[config.mk]
export PLATFORM = sky130hd
export DESIGN_NAME = qkd_basis_sift_and_error_check
export DESIGN_NICKNAME = d
export VERILOG_FILES = /design/src/sv/qkd_sift_pkg.sv /design/src/sv/qkd_basis_sift_and_error_check.sv
export VERILOG_INCLUDE_DIRS = /design/src /design/src/sv
export SDC_FILE = /design/constraint.sdc
export NUM_CORES = 1
export LEC_CHECK = 0
export BUFFER_PORTS_ARGS = -buffer_cell sky130_fd_sc_hd__buf_4
export CORE_AREA = 5 5 301 303
export DETAILED_ROUTE_END_ITERATION = 16
export DIE_AREA = 0 0 306 308
export GPL_ROUTABILITY_DRIVEN = 0
export GPL_TIMING_DRIVEN = 0
export PLACE_DENSITY = 0.62
export SETUP_SLACK_MARGIN = 0.02
export SYNTH_ARGS = -nofsm -noshare
export SYNTH_HDL_FRONTEND = slang
export SYNTH_SLANG_ARGS = --single-unit
[constraint.sdc]
create_clock -name aclk -period 24.3 [get_ports aclk]
set_clock_uncertainty 0.1 [all_clocks]
set_input_delay 4.86 -clock aclk [delete_from_list [all_inputs] [get_ports aclk]]
set_output_delay 4.86 -clock aclk [all_outputs]
set_load 0.01 [all_outputs]
[src/sv/assert_macros.svh]
// ----------------------------------------------------------------------------
// assert_macros.svh
// shared concurrent assertion macros, clocked on aclk, held off during reset
// ----------------------------------------------------------------------------
`ifndef ASSERT_MACROS_SVH
`define ASSERT_MACROS_SVH

// implication checked at every rising edge outside reset
`define ASSERT_IMPLY(label, ante, cons, msg) \
    label: assert property (@(posedge aclk) disable iff (!aresetn) (ante) |-> (cons)) \
        else $error(msg);

// implication checked in the cycle after the antecedent
`define ASSERT_NEXT(label, ante, cons, msg) \
    label: assert property (@(posedge aclk) disable iff (!aresetn) (ante) |=> (cons)) \
        else $error(msg);

`endif

[src/sv/qkd_sift_pkg.sv]
// ----------------------------------------------------------------------------
// qkd_sift_pkg
// types, constants and helpers for the basis sifting and error check block
// ----------------------------------------------------------------------------
package qkd_sift_pkg;

    localparam int MAX_PARTICLES = 64;
    localparam int ADDR_W        = $clog2(MAX_PARTICLES);
    localparam int CNT_W         = 7;
    localparam int KEY_W         = 64;
    localparam int CFG_W         = 9;
    localparam int CFG_IDX_W     = 2;
    localparam int PROD_W        = CNT_W + CFG_W;

    // one in 1/256 units
    localparam logic [CFG_W-1:0] FRAC_ONE = CFG_W'(256);

    // configuration register indexes
    localparam logic [CFG_IDX_W-1:0] REG_CHECK_FRACTION = CFG_IDX_W'(0);
    localparam logic [CFG_IDX_W-1:0] REG_ERROR_LIMIT    = CFG_IDX_W'(1);

    // state encodings
    localparam logic [1:0] ST_ONE  = 2'd1;
    localparam logic [1:0] ST_PLUS = 2'd2;

    typedef struct packed {
        logic [1:0] sent_state;
        logic [2:0] spy_result;
        logic       recv_basis;
        logic [1:0] recv_state;
        logic       last;
    } sift_in_t;

    typedef struct packed {
        logic [KEY_W-1:0] sender_key;
        logic [KEY_W-1:0] receiver_key;
        logic [CNT_W-1:0] key_length;
        logic [CNT_W-1:0] sifted_count;
        logic [CNT_W-1:0] spy_sifted_hits;
        logic [CNT_W-1:0] check_count;
        logic [CNT_W-1:0] check_errors;
        logic [CNT_W-1:0] key_errors;
        logic [CNT_W-1:0] spy_key_hits;
        logic             accepted;
    } sift_out_t;

    // stored particle record
    typedef struct packed {
        logic [1:0] recv_state;
        logic       recv_basis;
        logic [2:0] spy_result;
        logic [1:0] sent_state;
    } rec_t;

    typedef enum logic [2:0] {
        S_LOAD,
        S_PASS1,
        S_CALC,
        S_PASS2,
        S_DONE
    } state_t;

    // one and plus give key bit 1
    function automatic logic state_bit(input logic [1:0] st);
        return (st == ST_ONE) || (st == ST_PLUS);
    endfunction

endpackage

[src/sv/qkd_basis_sift_and_error_check.sv]
// ----------------------------------------------------------------------------
// qkd_basis_sift_and_error_check
// buffers particle records in a 64-entry memory and, at the end of a batch,
// sifts them, counts check errors and builds both keys
// ----------------------------------------------------------------------------
//
//  channel | ports                          | moves
//  --------+--------------------------------+---------------------------------
//  input   | s_valid s_ready s_item         | one particle record per item
//  result  | m_valid m_ready m_item         | keys, counts and pass flag
//  config  | cfg_valid cfg_ready cfg_index  | check_fraction (0), error_limit (1)
//          | cfg_data                       |
//
//  a record that does not end a batch leaves the block ready for the next one
//  a batch of n records ends with two walks over the memory (one read port,
//  one record per cycle, registered read) and a calculation step between
//  them, after which the result is loaded into the output register
//  records are not taken during the walks; loading of the next batch starts
//  while the previous result still waits in the output register
//  reset is synchronous and active low and empties the buffer; the memory
//  itself is not cleared, only entries of the current batch are ever read

`include "assert_macros.svh"

module qkd_basis_sift_and_error_check (
    input  logic                                    aclk,
    input  logic                                    aresetn,
    // record input
    input  logic                                    s_valid,
    output logic                                    s_ready,
    input  qkd_sift_pkg::sift_in_t                  s_item,
    // result output
    output logic                                    m_valid,
    input  logic                                    m_ready,
    output qkd_sift_pkg::sift_out_t                 m_item,
    // configuration writes
    input  logic                                    cfg_valid,
    output logic                                    cfg_ready,
    input  logic [qkd_sift_pkg::CFG_IDX_W-1:0]      cfg_index,
    input  logic [qkd_sift_pkg::CFG_W-1:0]          cfg_data
);

    localparam int AW = qkd_sift_pkg::ADDR_W;
    localparam int CW = qkd_sift_pkg::CNT_W;
    localparam int KW = qkd_sift_pkg::KEY_W;
    localparam int FW = qkd_sift_pkg::CFG_W;
    localparam int PW = qkd_sift_pkg::PROD_W;

    // particle memory, one write port (load) and one read port (walks)
    qkd_sift_pkg::rec_t mem [qkd_sift_pkg::MAX_PARTICLES];
    qkd_sift_pkg::rec_t rd_data_reg;

    qkd_sift_pkg::state_t state_reg, state_next;

    logic [FW-1:0] check_fraction_reg;
    logic [FW-1:0] error_limit_reg;

    logic [CW-1:0] cnt_reg;       // records in the buffer
    logic [CW-1:0] rd_idx_reg;    // next address to read
    logic          rd_vld_reg;    // rd_data_reg holds a record of the walk

    logic [CW-1:0] sifted_reg, spy_sift_reg, checks_reg;
    logic [CW-1:0] seen_reg, kpos_reg, cerr_reg, kerr_reg, khits_reg;
    logic [KW-1:0] skey_reg, rkey_reg;

    qkd_sift_pkg::sift_out_t out_reg;
    logic                    out_vld_reg;

    // control for loading, walks and output
    logic load_acc;
    logic issue;
    logic walk_done;
    logic out_free;
    logic out_load;

    logic [CW-1:0]      cnt_inc;
    logic               batch_end;
    qkd_sift_pkg::rec_t wr_rec;
    logic               rec_sift;
    logic               rec_err;
    logic               rec_hit;
    logic [FW-1:0]      frac_clamp;
    logic [PW-1:0]      check_prod;
    logic [CW-1:0]      checks_calc;
    logic [CW-1:0]      keylen;
    logic [PW-1:0]      err_lhs;
    logic [PW-1:0]      err_rhs;

    assign cfg_ready = 1'b1;
    assign m_valid   = out_vld_reg;
    assign m_item    = out_reg;

    // ------------------------------------------------------------------
    // datapath helpers
    // ------------------------------------------------------------------
    assign cnt_inc   = cnt_reg + CW'(1);
    assign batch_end = s_item.last || (cnt_inc == CW'(qkd_sift_pkg::MAX_PARTICLES));

    assign wr_rec.sent_state = s_item.sent_state;
    assign wr_rec.spy_result = s_item.spy_result;
    assign wr_rec.recv_basis = s_item.recv_basis;
    assign wr_rec.recv_state = s_item.recv_state;

    // basis match: receiver basis equals the basis bit of the sent state
    assign rec_sift = (rd_data_reg.recv_basis == rd_data_reg.sent_state[1]);
    assign rec_err  = (rd_data_reg.recv_state != rd_data_reg.sent_state);
    // spy codes above three never match a sent state
    assign rec_hit  = (rd_data_reg.spy_result == {1'b0, rd_data_reg.sent_state});

    // check count: floor(sifted * min(fraction, 256) / 256), at least one
    assign frac_clamp  = (check_fraction_reg > qkd_sift_pkg::FRAC_ONE) ?
                         qkd_sift_pkg::FRAC_ONE : check_fraction_reg;
    assign check_prod  = PW'(sifted_reg) * PW'(frac_clamp);
    assign checks_calc = (check_prod[PW-1:8] == '0) ? CW'(1) : CW'(check_prod[PW-1:8]);

    assign keylen  = (sifted_reg > checks_reg) ? (sifted_reg - checks_reg) : '0;
    // errors * 256 against limit * checks
    assign err_lhs = {1'b0, cerr_reg, 8'd0};
    assign err_rhs = PW'(error_limit_reg) * PW'(checks_reg);

    assign issue     = (rd_idx_reg < cnt_reg);
    assign walk_done = !issue && !rd_vld_reg;
    assign out_free  = !out_vld_reg || m_ready;

    // ------------------------------------------------------------------
    // next state
    // ------------------------------------------------------------------
    always_comb begin
        state_next = state_reg;
        unique case (state_reg)
            qkd_sift_pkg::S_LOAD: begin
                if (s_valid && batch_end) begin
                    state_next = qkd_sift_pkg::S_PASS1;
                end
            end
            qkd_sift_pkg::S_PASS1: begin
                if (walk_done) begin
                    state_next = qkd_sift_pkg::S_CALC;
                end
            end
            qkd_sift_pkg::S_CALC: begin
                state_next = qkd_sift_pkg::S_PASS2;
            end
            qkd_sift_pkg::S_PASS2: begin
                if (walk_done) begin
                    state_next = qkd_sift_pkg::S_DONE;
                end
            end
            qkd_sift_pkg::S_DONE: begin
                if (out_free) begin
                    state_next = qkd_sift_pkg::S_LOAD;
                end
            end
            default: state_next = qkd_sift_pkg::S_LOAD;
        endcase
    end

    // ------------------------------------------------------------------
    // state outputs
    // ------------------------------------------------------------------
    always_comb begin
        s_ready  = 1'b0;
        out_load = 1'b0;
        unique case (state_reg)
            qkd_sift_pkg::S_LOAD:  s_ready  = 1'b1;
            qkd_sift_pkg::S_DONE:  out_load = out_free;
            qkd_sift_pkg::S_PASS1,
            qkd_sift_pkg::S_CALC,
            qkd_sift_pkg::S_PASS2: begin
                s_ready  = 1'b0;
            end
            default: begin
                s_ready  = 1'b0;
                out_load = 1'b0;
            end
        endcase
    end

    assign load_acc = s_valid && s_ready;

    // ------------------------------------------------------------------
    // memory: write during load, registered read during the walks
    // ------------------------------------------------------------------
    always_ff @(posedge aclk) begin
        if (load_acc) begin
            mem[cnt_reg[AW-1:0]] <= wr_rec;
        end
        rd_data_reg <= mem[rd_idx_reg[AW-1:0]];
    end

    // ------------------------------------------------------------------
    // control registers
    // ------------------------------------------------------------------
    always_ff @(posedge aclk) begin
        if (!aresetn) begin
            state_reg          <= qkd_sift_pkg::S_LOAD;
            check_fraction_reg <= FW'(128);
            error_limit_reg    <= FW'(64);
            cnt_reg            <= '0;
            rd_idx_reg         <= '0;
            rd_vld_reg         <= 1'b0;
            out_vld_reg        <= 1'b0;
        end else begin
            state_reg <= state_next;

            if (cfg_valid) begin
                case (cfg_index)
                    qkd_sift_pkg::REG_CHECK_FRACTION: check_fraction_reg <= cfg_data;
                    qkd_sift_pkg::REG_ERROR_LIMIT:    error_limit_reg    <= cfg_data;
                    default: ;
                endcase
            end

            if (load_acc) begin
                cnt_reg <= cnt_inc;
            end else if (out_load) begin
                cnt_reg <= '0;
            end

            // read address walks 0..n-1 in each pass
            if (state_reg == qkd_sift_pkg::S_PASS1 || state_reg == qkd_sift_pkg::S_PASS2) begin
                rd_vld_reg <= issue;
                if (issue) begin
                    rd_idx_reg <= rd_idx_reg + CW'(1);
                end
            end else begin
                rd_vld_reg <= 1'b0;
                rd_idx_reg <= '0;
            end

            if (out_load) begin
                out_vld_reg <= 1'b1;
            end else if (m_ready) begin
                out_vld_reg <= 1'b0;
            end
        end
    end

    // ------------------------------------------------------------------
    // counters and keys
    // ------------------------------------------------------------------
    always_ff @(posedge aclk) begin
        unique case (state_reg)
            qkd_sift_pkg::S_LOAD: begin
                sifted_reg   <= '0;
                spy_sift_reg <= '0;
            end
            qkd_sift_pkg::S_PASS1: begin
                if (rd_vld_reg && rec_sift) begin
                    sifted_reg <= sifted_reg + CW'(1);
                    if (rec_hit) begin
                        spy_sift_reg <= spy_sift_reg + CW'(1);
                    end
                end
            end
            qkd_sift_pkg::S_CALC: begin
                checks_reg <= checks_calc;
                seen_reg   <= '0;
                kpos_reg   <= '0;
                cerr_reg   <= '0;
                kerr_reg   <= '0;
                khits_reg  <= '0;
                skey_reg   <= '0;
                rkey_reg   <= '0;
            end
            qkd_sift_pkg::S_PASS2: begin
                if (rd_vld_reg && rec_sift) begin
                    seen_reg <= seen_reg + CW'(1);
                    if (seen_reg < checks_reg) begin
                        // published for checking
                        if (rec_err) begin
                            cerr_reg <= cerr_reg + CW'(1);
                        end
                    end else begin
                        if (rec_err) begin
                            kerr_reg <= kerr_reg + CW'(1);
                        end
                        if (rec_hit) begin
                            khits_reg <= khits_reg + CW'(1);
                        end
                        skey_reg[kpos_reg[AW-1:0]] <=
                            qkd_sift_pkg::state_bit(rd_data_reg.sent_state);
                        rkey_reg[kpos_reg[AW-1:0]] <=
                            qkd_sift_pkg::state_bit(rd_data_reg.recv_state);
                        kpos_reg <= kpos_reg + CW'(1);
                    end
                end
            end
            qkd_sift_pkg::S_DONE: begin
                if (out_load) begin
                    out_reg.sender_key      <= skey_reg;
                    out_reg.receiver_key    <= rkey_reg;
                    out_reg.key_length      <= keylen;
                    out_reg.sifted_count    <= sifted_reg;
                    out_reg.spy_sifted_hits <= spy_sift_reg;
                    out_reg.check_count     <= checks_reg;
                    out_reg.check_errors    <= cerr_reg;
                    out_reg.key_errors      <= kerr_reg;
                    out_reg.spy_key_hits    <= khits_reg;
                    out_reg.accepted        <= (err_lhs <= err_rhs);
                end
            end
            default: ;
        endcase
    end

    // ------------------------------------------------------------------
    // assertions
    // ------------------------------------------------------------------
    `ASSERT_IMPLY(a_buf_not_full, state_reg == qkd_sift_pkg::S_LOAD,
        cnt_reg < CW'(qkd_sift_pkg::MAX_PARTICLES), "buffer full while loading")
    `ASSERT_NEXT(a_batch_walks, load_acc && batch_end,
        state_reg == qkd_sift_pkg::S_PASS1 && rd_idx_reg == '0, "batch end without walk")
    `ASSERT_IMPLY(a_check_nonzero, out_vld_reg,
        out_reg.check_count != '0 && out_reg.check_errors <= out_reg.check_count,
        "bad check count")
    `ASSERT_IMPLY(a_key_split, out_vld_reg && out_reg.sifted_count >= out_reg.check_count,
        out_reg.key_length + out_reg.check_count == out_reg.sifted_count,
        "key length does not split sifted count")
    `ASSERT_IMPLY(a_key_hits, out_vld_reg,
        out_reg.spy_key_hits <= out_reg.spy_sifted_hits, "key hits exceed sifted hits")

endmodule

==> impl_metrics.tcl <==
set metrics [dict create \
    cp.arrival_ps 2220 \
    fmax_mhz 139 \
    crit_path_max_fanout 9 \
    htree_num_levels 3 \
    dieArea_sq_um 94200 \
    cts_resized 0 \
    row_count 109 \
    layout_min_cycle_time_ps 7180 \
    period_share_pct 29.6 \
    cts_hold_buf 0 \
    die_width_um 306 \
    synthFlopType "edfxtp_1" \
    cts_tree "yes" \
    yosys-top-cells-area "edfxtp_1, mux4_2, fa_1" \
    finalSetupViolations 0 \
    path_clk_slew_ps 60 \
    path_class "reg -> out" \
    routed-wl-met3_mm 6.18 \
    slew_violations 0 \
    cts_setup_buffers 0 \
    synth_nets 2611 \
    synth-edff-count 873 \
    regToRegSetupSlack_ps 17940 \
    synthCells 2417 \
    firstDrtPassIters 6 \
    critPathLaunch "state_reg[2]$_SDFFE_PN0P_" \
    wirelength_mm 94.5 \
    place_ws_ps 16670 \
    rsz0062_at_grt "false" \
    syn_avg_cell_area_sq_um 16.5 \
    placed_cell_area_sq_um 43100 \
    cts.sinks 918 \
    syn2layout_area_growth_pct 15.8 \
    numCtsBuffers 94 \
    core_sq_um 87700 \
    crit_path_end_kind "output pin" \
    grt_pass1_wl_mm 143 \
    clkLatencyLatePin_ps 670 \
    reg2reg_from "checks_reg[3]$_SDFFCE_PN0P_" \
    ctsRootBufferMaster "clkbuf_16" \
    final_layout_size_suffix_gt1_share_pct 19.6 \
    dieHeight_um 308 \
    largest_reg_flops 512 \
    vias 22163 \
    netlist_top_cells_count "edfxtp_1, nor2_1, mux4_2" \
    ios 206 \
    hold_path_class "reg -> reg" \
    power.density_nw_per_um2 78.3 \
    first_global_vias 22721 \
    hold_viol 0 \
    ant_nets 0 \
    power_leakage_nw 15.7 \
    ir_drop_mv 0.0606 \
    drc 0 \
    reg2reg_to "m_item[0]$_DFFE_PP_" \
    grt-ovfl-total 0 \
    hold_path_end "m_item[123]$_DFFE_PP_" \
    final_nets 2919 \
    met2_length_mm 46.7 \
    place_hpwl_mm 64.3 \
    syn-cell-area_sq_um 39900 \
    p_total_w 0.00361 \
    grt_max_degree 81 \
    grt_usage_pct 19.8 \
    yosysSeqAreaShare_pct 68.0 \
    yosysMostFrequentCell "edfxtp_1" \
    portBuffers 204 \
    synthDistinctLibCells 65 \
    status "finished, final reports clean" \
    r2r_cells 24 \
    drt-wirelength-per-cell_um 23.8 \
    wl_met1_mm 39.1 \
    initial_core_util_pct 45.5 \
    top_layer "met4" \
    layout_setup_ws_ps 17120 \
    start_kind "flop" \
    drt_iter0_drc 2009 \
    worst_pin_slew_ps 1240 \
    worstPathRequired_ps 19340 \
    vias_per_cell 5.59 \
    n_antenna_cell 0 \
    fin_setup_tns_ps 0 \
    async_flop_share_pct 0 \
    whs_ps 326 \
    fin_area_sq_um 46200 \
    yosysTopAreaCell "edfxtp_1" \
    relSlewSlack_pct 16.9 \
    ys_warn_count 0 \
    ys_ff_latch 918 \
    antenna_found_initial 0 \
    synth_top_area_share_pct 65.7 \
    clock_path_buffers 3 \
    min_from "skey_reg[9]$_SDFFCE_PN0P_" \
    hold_depth 0 \
    drv_cap 0 \
]
[per-stage QoR]
stage	cells	utilization, %
final	3966	52.6
after CTS	3966	52.6
after floorplan	2417	-
after global routing	3966	52.6
after detailed placement	3794	49.1
after global placement	3786	48.9
[critical path: stages, from the launching register on]
cell and delay, ps:
dfxtp_1 300, clkbuf_1 190, nor3_1 810, buf_4 250
[power by group]
part / switching, W / leakage, nW / internal [W] / total [W]
sequential: 0.0000344 / 8.29 / 0.00179 / 0.00182
combinational: 0.000234 / 5.91 / 0.000131 / 0.000365
clock: 0.000623 / 1.50 / 0.000804 / 0.00143
[final cells by class]
class,instances,area (sq um)
flip-flops and latches,918,27100
inverters,91,342
repair buffers,212,1710
clock inverters,57,619
multi-input cells,1294,12000
plain buffers,114,479
well taps,1165,1460
fillers,6997,41500
clock buffers,115,2460
[placed cells by master, fill, tap and decap left out, types with 10 or more instances in the layout]
cell / synthesis / final
a211oi_1: 99 / 98
a21o_1: 11 / 11
a21oi_1: 55 / 54
a311oi_1: 34 / 34
and2_1: 95 / 95
and3_1: 14 / 13
buf_1: 12 / 12
buf_4: 10 / 214
clkbuf_1: 86 / 104
clkbuf_16: 0 / 94
clkinv_1: 0 / 18
clkinv_2: 0 / 20
dfxtp_1: 45 / 45
edfxtp_1: 873 / 873
fa_1: 68 / 68
ha_1: 101 / 101
inv_1: 91 / 91
mux2i_1: 19 / 19
mux4_2: 168 / 168
nand2_1: 71 / 71
nand2b_1: 10 / 10
nand3_1: 30 / 30
nor2_1: 293 / 293
nor2b_1: 35 / 35
nor3_1: 12 / 12
o21ai_0: 14 / 14
xnor2_1: 40 / 38
xor2_1: 29 / 29
[cells by family (layout without fill, tap and decap cells)]
family          Yosys count  count (layout)  share of synthesized area, %
flops                   918             918                          68.0
simple gates            601             601                          7.10
compound gates          266             266                          4.74
buf+inv                 205             589                          2.06
mux                     188             188                          9.99
fa+ha+maj               169             169                          6.58
xor+xnor                 69              69                          1.52
other cells               1               1                       0.00940
[layer usage]
metal | global-route usage [%] | vias up
met1 | 27.2 | 11355
met4 | 5.42 | 0
met3 | 3.34 | 153
met2 | 33.1 | 750
met5 | 0 | -
li1 | - | 9905
[how the worst max path moves through the flow]
| stage | end | depth (start not counted) | slack [ps] |
|---|---|---|---|
| finish | s_ready | 3 | 17120 |
| CTS | s_ready | 3 | 17110 |
| global route | s_ready | 3 | 16980 |
| floorplan | cnt_reg[5]$_SDFFE_PN0P_ | 4 | 13720 |
| global placement | kerr_reg[6]$_SDFFCE_PN0P_ | 6 | 10860 |
| detailed placement | mem[51][5]$_DFFE_PP_ | 5 | 16670 |
Power figures use the tool's default switching activity.
